**src/rtl/tre_pkg.sv**
```systemverilog
// ----------------------------------------------------------------------------
// tre_pkg: shared types, constants and helpers for the Targa RLE encoder
// Sizes, register codes, the controller/datapath command and status
// structs, and the pixel packing functions.
// ----------------------------------------------------------------------------
package tre_pkg;

   // Longest packet, in pixels, and the literal run store behind it.
   localparam int RUN_MAX     = 128;
   localparam int STORE_DEPTH = 128;
   localparam int STORE_AW    = $clog2(STORE_DEPTH);
   localparam int RUN_W       = $clog2(RUN_MAX + 1);

   // Result words per input before the rest is carried to the next input.
   localparam int WORD_LIMIT  = 64;
   localparam int WORDS_W     = $clog2(WORD_LIMIT + 1);

   localparam int PIX_W       = 32;
   localparam int ACC_W       = 64;
   localparam int CNT_W       = 4;
   localparam int REQ_DATA_W  = 32;
   localparam int RSP_DATA_W  = 72;
   localparam int CSR_DATA_W  = 16;

   // Config register indexes.
   localparam logic CSR_PIXEL_BYTES = 1'b0;
   localparam logic CSR_LINE_WIDTH  = 1'b1;

   localparam logic [2:0]  PIXEL_BYTES_RST = 3'd3;
   localparam logic [15:0] LINE_WIDTH_RST  = 16'd640;

   // Run bookkeeping operations applied by the datapath.
   typedef enum logic [2:0] {
      RUN_HOLD,
      RUN_NEW_COPY,   // fresh literal run of one pixel, store[0] written
      RUN_REP2_NEW,   // repeat of two, store[0] written
      RUN_REP2_KEEP,  // repeat of two, store[0] kept
      RUN_APPEND,     // add pixel to literal run
      RUN_REP_INC,    // extend repeat run
      RUN_CLEAR       // drop both runs
   } run_op_type;

   typedef enum logic [2:0] {
      ST_IDLE,
      ST_DECIDE,
      ST_LOAD,
      ST_EMIT_HDR,
      ST_EMIT_PIX,
      ST_POST,
      ST_FINISH
   } state_type;

   typedef struct packed {
      logic       capture;
      logic       col_step;
      run_op_type run_op;
      logic       job_load;
      logic       job_trim;
      logic       push_hdr;
      logic       push_pix;
      logic       flush_word;
   } tre_cmd_type;

   typedef struct packed {
      logic op_flush;
      logic at_line_end;
      logic copy_zero;
      logic copy_one;
      logic copy_many;
      logic rep_zero;
      logic same_first;
      logic same_last;
      logic copy_at_max;
      logic rep_at_max;
      logic pix_last;
      logic out_free;
      logic acc_pending;
   } tre_status_type;

   // Unused size codes fold onto the nearest legal one.
   function automatic logic [2:0] pixel_size(input logic [2:0] pb);
      logic [2:0] s;
      if (pb == 3'd0)
         s = 3'd1;
      else if (pb > 3'd4)
         s = 3'd4;
      else
         s = pb;
      return s;
   endfunction

   function automatic logic [PIX_W-1:0] size_mask(input logic [2:0] size);
      logic [PIX_W-1:0] m;
      case (size)
         3'd1:    m = 32'h0000_00FF;
         3'd2:    m = 32'h0000_FFFF;
         3'd3:    m = 32'h00FF_FFFF;
         default: m = 32'hFFFF_FFFF;
      endcase
      return m;
   endfunction

   // Byte 0 of the result leaves first.
   function automatic logic [PIX_W-1:0] pack_pixel(input logic [2:0] size,
                                                   input logic [7:0] r,
                                                   input logic [7:0] g,
                                                   input logic [7:0] b,
                                                   input logic [7:0] a);
      logic [7:0]       hi;
      logic [7:0]       lo;
      logic [PIX_W-1:0] res;
      // 5-5-5: attribute bit, R5, G5 top two bits | G5 low three bits, B5
      hi = {(a != 8'hFF), r[7:3], g[7:6]};
      lo = {g[5:3], b[7:3]};
      case (size)
         3'd1:    res = {24'd0, r};
         3'd2:    res = {16'd0, hi, lo};
         3'd3:    res = {8'd0, r, g, b};
         default: res = {a, r, g, b};
      endcase
      return res;
   endfunction

endpackage

```
**src/rtl/tre_ctrl.sv**
```systemverilog
// ----------------------------------------------------------------------------
// tre_ctrl: encoder sequencer
// Classifies each input against the open run, then steps packet emission.
// ----------------------------------------------------------------------------
module tre_ctrl import tre_pkg::*; (
   input  logic           clock,
   input  logic           reset,
   input  logic           req_tvalid,
   output logic           req_tready,
   input  tre_status_type status,
   output tre_cmd_type    cmd
);

   state_type  state_ff, state_in;
   run_op_type post_ff, post_in;
   logic       trim_ff, trim_in;
   state_type  done_state;

   assign done_state = status.acc_pending ? ST_FINISH : ST_IDLE;

   always_comb begin
      state_in   = state_ff;
      post_in    = post_ff;
      trim_in    = trim_ff;
      cmd        = '0;
      cmd.run_op = RUN_HOLD;
      req_tready = 1'b0;

      case (state_ff)
         ST_IDLE: begin
            req_tready = 1'b1;
            if (req_tvalid) begin
               cmd.capture = 1'b1;
               state_in    = ST_DECIDE;
            end
         end

         ST_DECIDE: begin
            trim_in = 1'b0;
            post_in = RUN_CLEAR;
            if (status.op_flush) begin
               state_in = ST_LOAD;
            end else begin
               cmd.col_step = 1'b1;
               if (status.at_line_end) begin
                  // close the line first, pixel opens a new run
                  post_in  = RUN_NEW_COPY;
                  state_in = ST_LOAD;
               end else if (status.copy_zero && status.rep_zero) begin
                  cmd.run_op = RUN_NEW_COPY;
                  state_in   = done_state;
               end else if (status.copy_one && status.same_first) begin
                  cmd.run_op = RUN_REP2_KEEP;
                  state_in   = (RUN_MAX <= 2) ? ST_LOAD : done_state;
               end else if (status.copy_many && status.same_last) begin
                  // literal run minus its tail, tail plus pixel become a repeat
                  trim_in  = 1'b1;
                  post_in  = RUN_REP2_NEW;
                  state_in = ST_LOAD;
               end else if (!status.copy_zero) begin
                  cmd.run_op = RUN_APPEND;
                  state_in   = status.copy_at_max ? ST_LOAD : done_state;
               end else if (status.same_first) begin
                  cmd.run_op = RUN_REP_INC;
                  state_in   = status.rep_at_max ? ST_LOAD : done_state;
               end else begin
                  post_in  = RUN_NEW_COPY;
                  state_in = ST_LOAD;
               end
            end
         end

         ST_LOAD: begin
            if (status.copy_zero && status.rep_zero) begin
               state_in = ST_POST;
            end else begin
               cmd.job_load = 1'b1;
               cmd.job_trim = trim_ff;
               state_in     = ST_EMIT_HDR;
            end
         end

         ST_EMIT_HDR: begin
            if (status.out_free) begin
               cmd.push_hdr = 1'b1;
               state_in     = ST_EMIT_PIX;
            end
         end

         ST_EMIT_PIX: begin
            if (status.out_free) begin
               cmd.push_pix = 1'b1;
               if (status.pix_last)
                  state_in = ST_POST;
            end
         end

         ST_POST: begin
            cmd.run_op = post_ff;
            state_in   = ST_FINISH;
         end

         ST_FINISH: begin
            if (!status.acc_pending) begin
               state_in = ST_IDLE;
            end else if (status.out_free) begin
               cmd.flush_word = 1'b1;
               state_in       = ST_IDLE;
            end
         end

         default: state_in = ST_IDLE;
      endcase
   end

   always_ff @(posedge clock) begin
      if (reset) begin
         state_ff <= ST_IDLE;
         post_ff  <= RUN_CLEAR;
         trim_ff  <= 1'b0;
      end else begin
         state_ff <= state_in;
         post_ff  <= post_in;
         trim_ff  <= trim_in;
      end
   end

   a_push_needs_room: assert property (@(posedge clock) disable iff (reset)
      (cmd.push_hdr || cmd.push_pix || cmd.flush_word) |-> status.out_free)
      else $error("byte push while result register blocked");

   a_header_then_pixel: assert property (@(posedge clock) disable iff (reset)
      cmd.push_hdr |=> (state_ff == ST_EMIT_PIX))
      else $error("header not followed by pixel phase");

endmodule

```
**config.mk**
```make
export PLATFORM = sky130hd
export DESIGN_NAME = tre_ctrl
export DESIGN_NICKNAME = d
export VERILOG_FILES = /design/src/rtl/tre_pkg.sv /design/src/rtl/tre_ctrl.sv
export SDC_FILE = /design/constraint.sdc
export NUM_CORES = 1
export LEC_CHECK = 0
export BUFFER_PORTS_ARGS = -buffer_cell sky130_fd_sc_hd__buf_2
export CORE_AREA = 4 4 41 43
export CTS_CLUSTER_DIAMETER = 100
export CTS_CLUSTER_SIZE = 40
export DETAILED_ROUTE_END_ITERATION = 6
export DIE_AREA = 0 0 45 47
export PLACE_DENSITY = 0.77
export SLEW_MARGIN = 20
export SYNTH_ARGS = -nofsm -noshare
export SYNTH_HDL_FRONTEND = slang
export SYNTH_SLANG_ARGS = --single-unit
```
**constraint.sdc**
```tcl
create_clock -name clock -period 2.4 [get_ports clock]
set_clock_uncertainty 0.2 [all_clocks]
set_input_delay 0.48 -clock clock [delete_from_list [all_inputs] [get_ports clock]]
set_output_delay 0.48 -clock clock [all_outputs]
set_load 0.01 [all_outputs]
```
==> metrics.txt, run 1 <==
grt ovf 0; Post-Synth Adder-Cell Area 0%; Die H 47 um; die area 0.00212 mm^2; kind of end point of the critical path output pin; crit path launch type flip-flop; # rows 13; n_diodes 0; Mapped Cells 72; mux share of post-synthesis cell area 0%; VDD IR max 0.000405 V; H-tree depth 1; worst rel slew slack 76.0%; initial antenna violation count 0; main combinational cell family by area after synthesis simple AND/OR/NAND/NOR gates; Fin. Hold Viols 0; CTS tree yes; asr flop ratio synth 0%; power per cell area 628 mW/mm^2; final setup vio count 0; Routed WL per cell 11.9 um; post-CTS setup buffers 0; Post-Syn Area 552 um^2; sequential fraction of the synthesis area 25.4%; detailed router's first-iteration violation count 19; commonest non-fill, non-tap cell in the layout buf_2; syn nets 88; PortBufs 26; Max clock buf depth 2; clk_lat worst skew 0.24 ns; largest net degree at the start of global routing 12; Routed Antenna Nets 0; # fillers 134; post-route cell area 744 um^2; drt total wl 1420 um; Synth Register Bits 7; ys flop type dfxtp_1; Hold Crit Class reg2reg; Slew @ Worst Pin 0.359 ns; clock transition at the registers of the reported paths 0.05 ns; Sink Count 7; Max Fclk 438 MHz; IO Pins 27; final setup TNS 0 ns; status finished, final reports clean; Overall Global Routing Usage 15.2%; Max Slew Vio Count 0; crit path time final 2.28 ns; Synth cell types 34; Syn Area/Cell 7.66 um^2; final worst-path cycle share 95.2%; first-pass GRT wire length 2280 um; post-cts sizing count 0; Post-CTS Hold Buffers 0; Cell Area, Placed 703 um^2; Yosys warnings 0; Via Count 635; Starting Density 42.4%; critical path type reg2out; Synth-to-Final Area Change 34.9%; RePlAce Congestion 0.830; Root Buffer clkbuf_4; Post-synth EDFFs 0; CP Max Fanout 6; LEAKAGE 0.346 nW; number of remaining DRC errors 0; most frequent cells in the layout 26 x buf_2, 8 x nand2_1, 7 x dfxtp_1; XOR/XNOR Fraction of Synth Area 0%; CTS buffer count 3; simple-gate share of the synthesized area 36.1%; crit path DAT 1.60 ns; core footprint 0.00130 mm^2; maxcap violations 0; compound-cell area share of the yosys netlist 33.6%; DIE WIDTH 45 um; final net count 121; drt pass-1 iters 4; Critical Path RT 1.72 ns; DP HPWL 1150 um; number of global-route vias before repair 542; share of cells above drive strength 1 37.5%; via/cell ratio 5.34
[synth_stat cells (all sizes together), types with 3 or more instances]
master,n,area (um^2)
dfxtp,7,140
o21ai,5,25.0
nand2,8,30.0
a21o,5,37.5
and2,3,18.8
nor2,4,17.5
nor3,4,31.3
nand2b,4,25.0
a22oi,3,22.5
a21oi,5,28.8
[worst paths after layout]
| kind | slack, ns | cells after the start | end | from |
|---|---|---|---|---|
| worst max-delay path | 0.12 | 5 | cmd[7] | state_ff[0]$_SDFFE_PP0P_ |
| worst min-delay path | 0.27 | 2 | post_ff[0]$_SDFFE_PP0P_ | post_ff[0]$_SDFFE_PP0P_ |
| worst max register to register | 0.74 | 5 | state_ff[2]$_SDFFE_PP0P_ | state_ff[0]$_SDFFE_PP0P_ |
| worst min register to register | 0.27 | 2 | post_ff[0]$_SDFFE_PP0P_ | post_ff[0]$_SDFFE_PP0P_ |
[routing by layer]
metal  vias up  global-route usage [%]  part of all wire, %
met5         -                       0                    0
met4         0                    12.3                  1.1
met3         2                    2.30                  5.7
met2        15                    23.7                   49
met1       284                    18.6                   45
li1        334                       -                    -
[worst max-delay path: stages, from the launching register on]
cell and delay (ns):
dfxtp_1 0.32, or3b_4 0.43, nor3_4 0.21, nand4_1 0.12, a21oi_1 0.14, buf_2 0.14
[final cells by class]
| cell class | count | area, um^2 | share of cell area (%) |
|---|---|---|---|
| Clock buffer | 4 | 26.3 | 3.53 |
| Tap cell | 15 | 18.8 | 2.52 |
| Inverter | 2 | 7.51 | 1.01 |
| Multi-Input combinational cell | 60 | 384 | 51.6 |
| Sequential cell | 7 | 140 | 18.8 |
| Timing Repair Buffer | 31 | 168 | 22.5 |
[where the power goes]
group | leakage, nW | internal [mW] | total, mW | switching, mW
logic | 0.274 | 0.102 | 0.228 | 0.126
registers | 0.0572 | 0.133 | 0.141 | 0.00756
clock network | 0.0150 | 0.0630 | 0.0988 | 0.0359
total | 0.346 | 0.298 | 0.468 | 0.170
[registers in the layout (all words and copies together), names as in the netlist]
name / count
post_ff: 3
state_ff: 3
trim_ff: 1
[cells by family (layout without fill, tap and decap cells)]
logic type             count (synthesis)  count (layout)
AOI/OAI and AO/OA                     26              26
DFF                                    7               7
and+or+nand+nor                       34              34
buffers and inverters                  5              37
[per-stage QoR]
step	worst slack, ns	hold WS [ns]	power (mW)	utilization, %	cells
floorplan	0.376	0.231	0.299	-	72
global placement	0.301	0.261	0.364	54.0	113
detailed placement	0.277	0.266	0.367	54.0	113
CTS	0.0897	0.273	0.472	56.1	117
global route	-0.0186	0.319	0.510	57.2	119
finish	0.116	0.274	0.468	57.2	119
Note: power is estimated with default switching activity, not from simulation.
==> run 2, diff against run 1 <==
ABC_AREA = 1   (was unset)
CORE_AREA = unset   (was 4 4 41 43)
CORE_MARGIN = 4   (was unset)
CORE_UTILIZATION = 44   (was unset)
DIE_AREA = unset   (was 0 0 45 47)
PLACE_DENSITY = 0.8   (was 0.77)
==> run 2 against run 1 <==
Hold slack lost 0.036 ns. Sequential share of layout area down 0.063 points. Clock-buffer cell count is the same. Cell area grew 0.34%. Synthesized cell count up 40%. Die area shrank 6.6%. Total power down 7.0%. Clock power is essentially flat. Sequential power is 9% higher. Worst setup slack gained 0.17 ns. Fmax grew 7.9%.
==> metrics.txt, run 2 <==
status finished, final reports clean; LEAKAGE 0.439 nW (+27%); Routed WL per cell 10.3 um (-14%); Area contributors post-synth dfxtp_1 24%, nand2_1 16%, inv_1 12%, nand3_1 9.4%, nor2_1 7.7%; top flop regs post_ff: 3 flops, state_ff: 3 flops, trim_ff: 1 flops; most common cell in the netlist nand2_1; Post-synth EDFFs 0 (unchanged); core footprint 0.00117 mm^2 (-10%); Syn Area/Cell 5.79 um^2 (-25%); detailed router's first-iteration violation count 20 (+1); Max Fclk 472 MHz (+7.9%); post-cts sizing count 0 (unchanged); setup repair after global routing missed its margin no; Max clock buf depth 2 (unchanged); crit path launch type flip-flop; top-area cell type share of the netlist area 24.0% (-1.4 points); crit path time final 2.12 ns (-0.166 ns); crit path DAT 1.44 ns (-0.16 ns); CTS buffer count 3 (unchanged); Synth-to-Final Area Change 27.8%; Post-CTS Hold Buffers 0 (unchanged); H-tree depth 1 (unchanged); sw frac 39.4% (+3.1 points); CTS tree yes; Die H 44.4 um (-5.4%); kind of end point of the critical path output pin; Cell Area, Placed 721 um^2 (+2.5%); RR Endpoint state_ff[0]$_SDFFE_PP0P_; RePlAce Congestion 0.829 (-0.11%); Root Buffer clkbuf_4; share of cells above drive strength 1 27.7% (-9.8 points); ys flop type dfxtp_1; VDD IR max 0.000328 V (-19%); Synth Register Bits 7 (unchanged); Critical Path RT 1.72 ns (about the same); drt total wl 1480 um (+4.6%); Fin. Hold Viols 0 (unchanged); final setup TNS 0 ns (unchanged); Routed Antenna Nets 0 (unchanged); maxcap violations 0 (unchanged); most frequent cells in the layout 26 x buf_2, 25 x nand2_1, 19 x inv_1; syn nets 117 (+33%); Yosys warnings 0 (unchanged); power per cell area 583 mW/mm^2 (-7.3%); commonest non-fill, non-tap cell in the layout buf_2; Overall Global Routing Usage 16.8% (+1.6 points); first-pass GRT wire length 2500 um (+9.7%); post-route cell area 747 um^2 (+0.34%); hold path startpoint reset; PortBufs 26 (unchanged); setup ws final 0.282 ns (+0.166 ns); via/cell ratio 5.04 (-5.5%); Max Slew Vio Count 0 (unchanged); DIE WIDTH 44.4 um (-1.2%); Via Count 726 (+14%); clock share of power 23.2% (+2.1 points); die area 0.00197 mm^2 (-6.6%); Synth cell types 21 (-38%); worst rel slew slack 74.1% (-1.9 points); Hold Crit Class in2reg; clock transition at the registers of the reported paths 0.05 ns (about the same); origin of the worst setup path state_ff[0]$_SDFFE_PP0P_; Critical R2R Launch state_ff[2]$_SDFFE_PP0P_; most frequent cells after synthesis 25 x nand2_1, 19 x inv_1, 12 x nor2_1, 11 x nand3_1, 7 x dfxtp_1; n_diodes 0 (unchanged); IO Pins 27 (unchanged); # rows 12 (-1); grt ovf 0 (unchanged); internal power 0.264 mW (-12%); final setup vio count 0 (unchanged); Slew @ Worst Pin 0.387 ns (+0.0279 ns); fin util 63.8% (+6.6 points); Post-Syn Area 584 um^2 (+5.9%); drt pass-1 iters 4 (unchanged); asr flop ratio synth 0% (unchanged); Mapped Cells 101 (+40%); clk_lat worst skew 0.24 ns (about the same); switching pwr 0.172 mW (+1.1%); CP Max Fanout 7 (+1); initial antenna violation count 0 (unchanged); dpl ws 0.456 ns (+0.178 ns); critical path type reg2out; dominant cell type by area after synthesis dfxtp_1; final worst-path cycle share 88.2% (-6.9 points); post-CTS setup buffers 0 (unchanged); final net count 147 (+21%); DP HPWL 1300 um (+14%); number of global-route vias before repair 664 (+23%); Seq pwr share 35.5% (+5.4 points); sequential fraction of the synthesis area 24.0% (-1.4 points); Worst Reg-to-Reg Cells 7 (+2); Sink Count 7 (unchanged); number of remaining DRC errors 0 (unchanged); total power 0.435 mW (-7.0%); largest net degree at the start of global routing 11 (-1); Starting Density 49.9% (+7.5 points); Gate power share 41.4% (-7.3 points); worst-case hold path end point state_ff[1]$_SDFFE_PP0P_; hold path cells 2 (unchanged); flop2flop setup slack 0.79 ns (+0.05 ns)
## run 2: per-layer routing
metal	global-route usage, %	routed length, um	vias to the layer above
met3	2.85	65	4
li1	-	-	379
met2	28.8	742	17
met5	0	0	-
met4	10.2	21	0
met1	19.2	653	326
## run 2: metrics by stage
step / hold slack [ns] / instances
after floorplan: 0.238 / 101
after global placement: 0.256 / 140
after detailed placement: 0.267 / 140
after CTS: 0.229 / 144
after global routing: 0.245 / 144
final: 0.238 / 144
## run 2: layout make-up
class	instances	area, um^2
inverters	19	71.3
flip-flops and latches	7	140
clock buffers	4	26.3
well taps	14	17.5
multi-input cells	74	362
repair buffers	26	130
fillers	124	424
## run 2: logic make-up (layout without fill, tap and decap cells)
| group | after synthesis | in the layout | synth area share [%] |
|---|---|---|---|
| AOI/OAI and AO/OA | 16 | 16 | 16.3 |
| DFF | 7 | 7 | 24.0 |
| buffers and inverters | 20 | 49 | 14.1 |
| and+or+nand+nor | 58 | 58 | 45.6 |
## run 2: worst max-delay path by stage
stage,endpoint,slack [ns]
after floorplan,cmd[6],0.62
after global placement,cmd[7],0.48
after detailed placement,cmd[6],0.46
after CTS,cmd[6],0.27
after global routing,cmd[6],0.19
final,cmd[6],0.28
## run 2: critical path, cell delays in order, from the launching register on
cell and delay, ns:
dfxtp_1 0.46, nand2_2 0.13, nor2_4 0.16, nand2_4 0.08, o31ai_1 0.19, buf_2 0.17
## run 2: power by group through the flow
stage	sequential (mW)	combinational [mW]	clock (mW)
2_1_floorplan	0.147	0.134	0
3_3_place_gp	0.156	0.177	0
3_5_place_dp	0.156	0.180	0
4_1_cts	0.153	0.181	0.106
5_1_grt	0.156	0.207	0.110
6_report	0.154	0.180	0.101
==> run 3, diff against run 2 <==
GPL_TIMING_DRIVEN = 0   (was unset)
==> run 3 against run 2 <==
Clock power barely moved. Via count up 1.1%. Combinational power is 6% higher. Die area unchanged. Total power up 2.0%. Non-clock buffer count rose by 1. Critical path depth did not move. First-iteration DRC count grew 25%. Routed wire length is 3.8% higher.
==> metrics.txt, run 3 (same netlist as run 2, synthesis figures left out) <==
status finished, final reports clean; VDD IR max 0.000409 V (+24%); CP Max Fanout 7 (unchanged); Starting Density 49.9% (unchanged); final net count 148 (+0.68%); Synth-to-Final Area Change 29.8%; IO Pins 27 (unchanged); flop2flop setup slack 0.95 ns (+0.16 ns); drt total wl 1540 um (+3.8%); number of global-route vias before repair 639 (-3.8%); share of cells above drive strength 1 28.2% (+0.55 points); CTS buffer count 3 (unchanged); core footprint 0.00117 mm^2 (unchanged); setup repair after global routing missed its margin no; final setup TNS 0 ns (unchanged); CTS tree yes; worst rel slew slack 82.7% (+8.6 points); DIE WIDTH 44.4 um (unchanged); crit path DAT 1.43 ns (about the same); grt ovf 0 (unchanged); kind of end point of the critical path output pin; post-route cell area 758 um^2 (+1.5%); Cell Area, Placed 732 um^2 (+1.6%); Sink Count 7 (unchanged); DP HPWL 1300 um (about the same); Hold Crit Class in2reg; n_diodes 0 (unchanged); first-pass GRT wire length 2610 um (+4.2%); post-cts sizing count 0 (unchanged); RR Endpoint state_ff[1]$_SDFFE_PP0P_; clk_lat worst skew 0.25 ns (about the same); die area 0.00197 mm^2 (unchanged); largest net degree at the start of global routing 11 (unchanged); # fillers 120 (-3.2%); detailed router's first-iteration violation count 25 (+25%); # rows 12 (unchanged); critical path type reg2out; fin util 64.7% (+0.96 points); final worst-path cycle share 87.9% (-0.34 points); Slew @ Worst Pin 0.256 ns (-0.131 ns); most frequent cells in the layout 26 x buf_2, 25 x nand2_1, 19 x inv_1; commonest non-fill, non-tap cell in the layout buf_2; cell count after placement 141 (+0.71%); Die H 44.4 um (unchanged); RePlAce Congestion 0.782 (-5.7%); initial antenna violation count 0 (unchanged); power per cell area 585 mW/mm^2 (+0.51%); FF/Latch Area 140 um^2 (unchanged); origin of the worst setup path state_ff[0]$_SDFFE_PP0P_; Via Count 734 (+1.1%); crit path launch type flip-flop; crit path time final 2.11 ns (-0.00806 ns); drt pass-1 iters 4 (unchanged); number of remaining DRC errors 0 (unchanged); Root Buffer clkbuf_4; post-CTS setup buffers 0 (unchanged); Critical R2R Launch state_ff[2]$_SDFFE_PP0P_; Fin. Hold Viols 0 (unchanged); WHS 0.230 ns (-0.00872 ns); via/cell ratio 5.06 (+0.40%); top flop regs post_ff: 3 flops, state_ff: 3 flops, trim_ff: 1 flops; CP endpoint cmd[6]; multi-input logic area 362 um^2 (unchanged); Routed WL per cell 10.6 um (+3.1%); H-tree depth 1 (unchanged); Overall Global Routing Usage 17.9% (+1.1 points); Post-CTS Hold Buffers 0 (unchanged); Max Fclk 474 MHz (+0.38%); maxcap violations 0 (unchanged); Max Slew Vio Count 0 (unchanged); Max clock buf depth 2 (unchanged); LEAKAGE 0.445 nW (+1.4%); fin cells 145 (+0.69%); Critical Path RT 1.72 ns (about the same); clock transition at the registers of the reported paths 0.05 ns (about the same); final setup vio count 0 (unchanged); PortBufs 26 (unchanged); Worst Reg-to-Reg Cells 8 (+1); Routed Antenna Nets 0 (unchanged)
run 3: cell count changes in the layout (fill, tap and decap cells not counted):
cell / delta
buf_6: +1
run 3: power breakdown:
part | total, mW | switching [mW] | internal [mW]
Combinational | 0.190 | 0.119 | 0.0715
Clock | 0.104 | 0.0406 | 0.0633
Sequential | 0.150 | 0.0172 | 0.133
Total | 0.444 | 0.176 | 0.268
run 3: metrics by stage:
stage                     setup WS (ns)  power [mW]
final                             0.290       0.444
after global routing              0.159       0.485
after CTS                         0.289       0.448
after detailed placement          0.465       0.341
after global placement            0.466       0.337
after floorplan                   0.623       0.282
run 3: routing by layer:
| metal | track usage (%) | up-vias | part of all wire, % |
|---|---|---|---|
| met5 | 0 | - | 0 |
| met4 | 14.5 | 0 | 3.6 |
| met3 | 1.22 | 7 | 5.4 |
| met2 | 27.3 | 21 | 47 |
| met1 | 22.8 | 321 | 44 |
| li1 | - | 385 | - |
run 3: worst min path at each step:
stage,from,to,depth (start not counted)
after floorplan,trim_ff$_SDFFE_PP0P_,trim_ff$_SDFFE_PP0P_,2
after global placement,trim_ff$_SDFFE_PP0P_,trim_ff$_SDFFE_PP0P_,2
after detailed placement,trim_ff$_SDFFE_PP0P_,trim_ff$_SDFFE_PP0P_,2
after CTS,reset,state_ff[1]$_SDFFE_PP0P_,2
after global routing,reset,state_ff[1]$_SDFFE_PP0P_,2
final,reset,state_ff[1]$_SDFFE_PP0P_,2
run 3: worst max-delay path: stages (launching register included):
cell and delay [ns]:
dfxtp_1 0.46, nand2_2 0.12, nor2_4 0.16, nand2_4 0.08, o31ai_1 0.19, buf_2 0.17
run 3: cell type report:
class / instances / share of cell area, %
multi-input cells: 74 / 47.7
flip-flops and latches: 7 / 18.5
repair buffers: 26 / 17.2
inverters: 19 / 9.41
clock buffers: 4 / 3.47
well taps: 14 / 2.31
plain buffers: 1 / 1.49
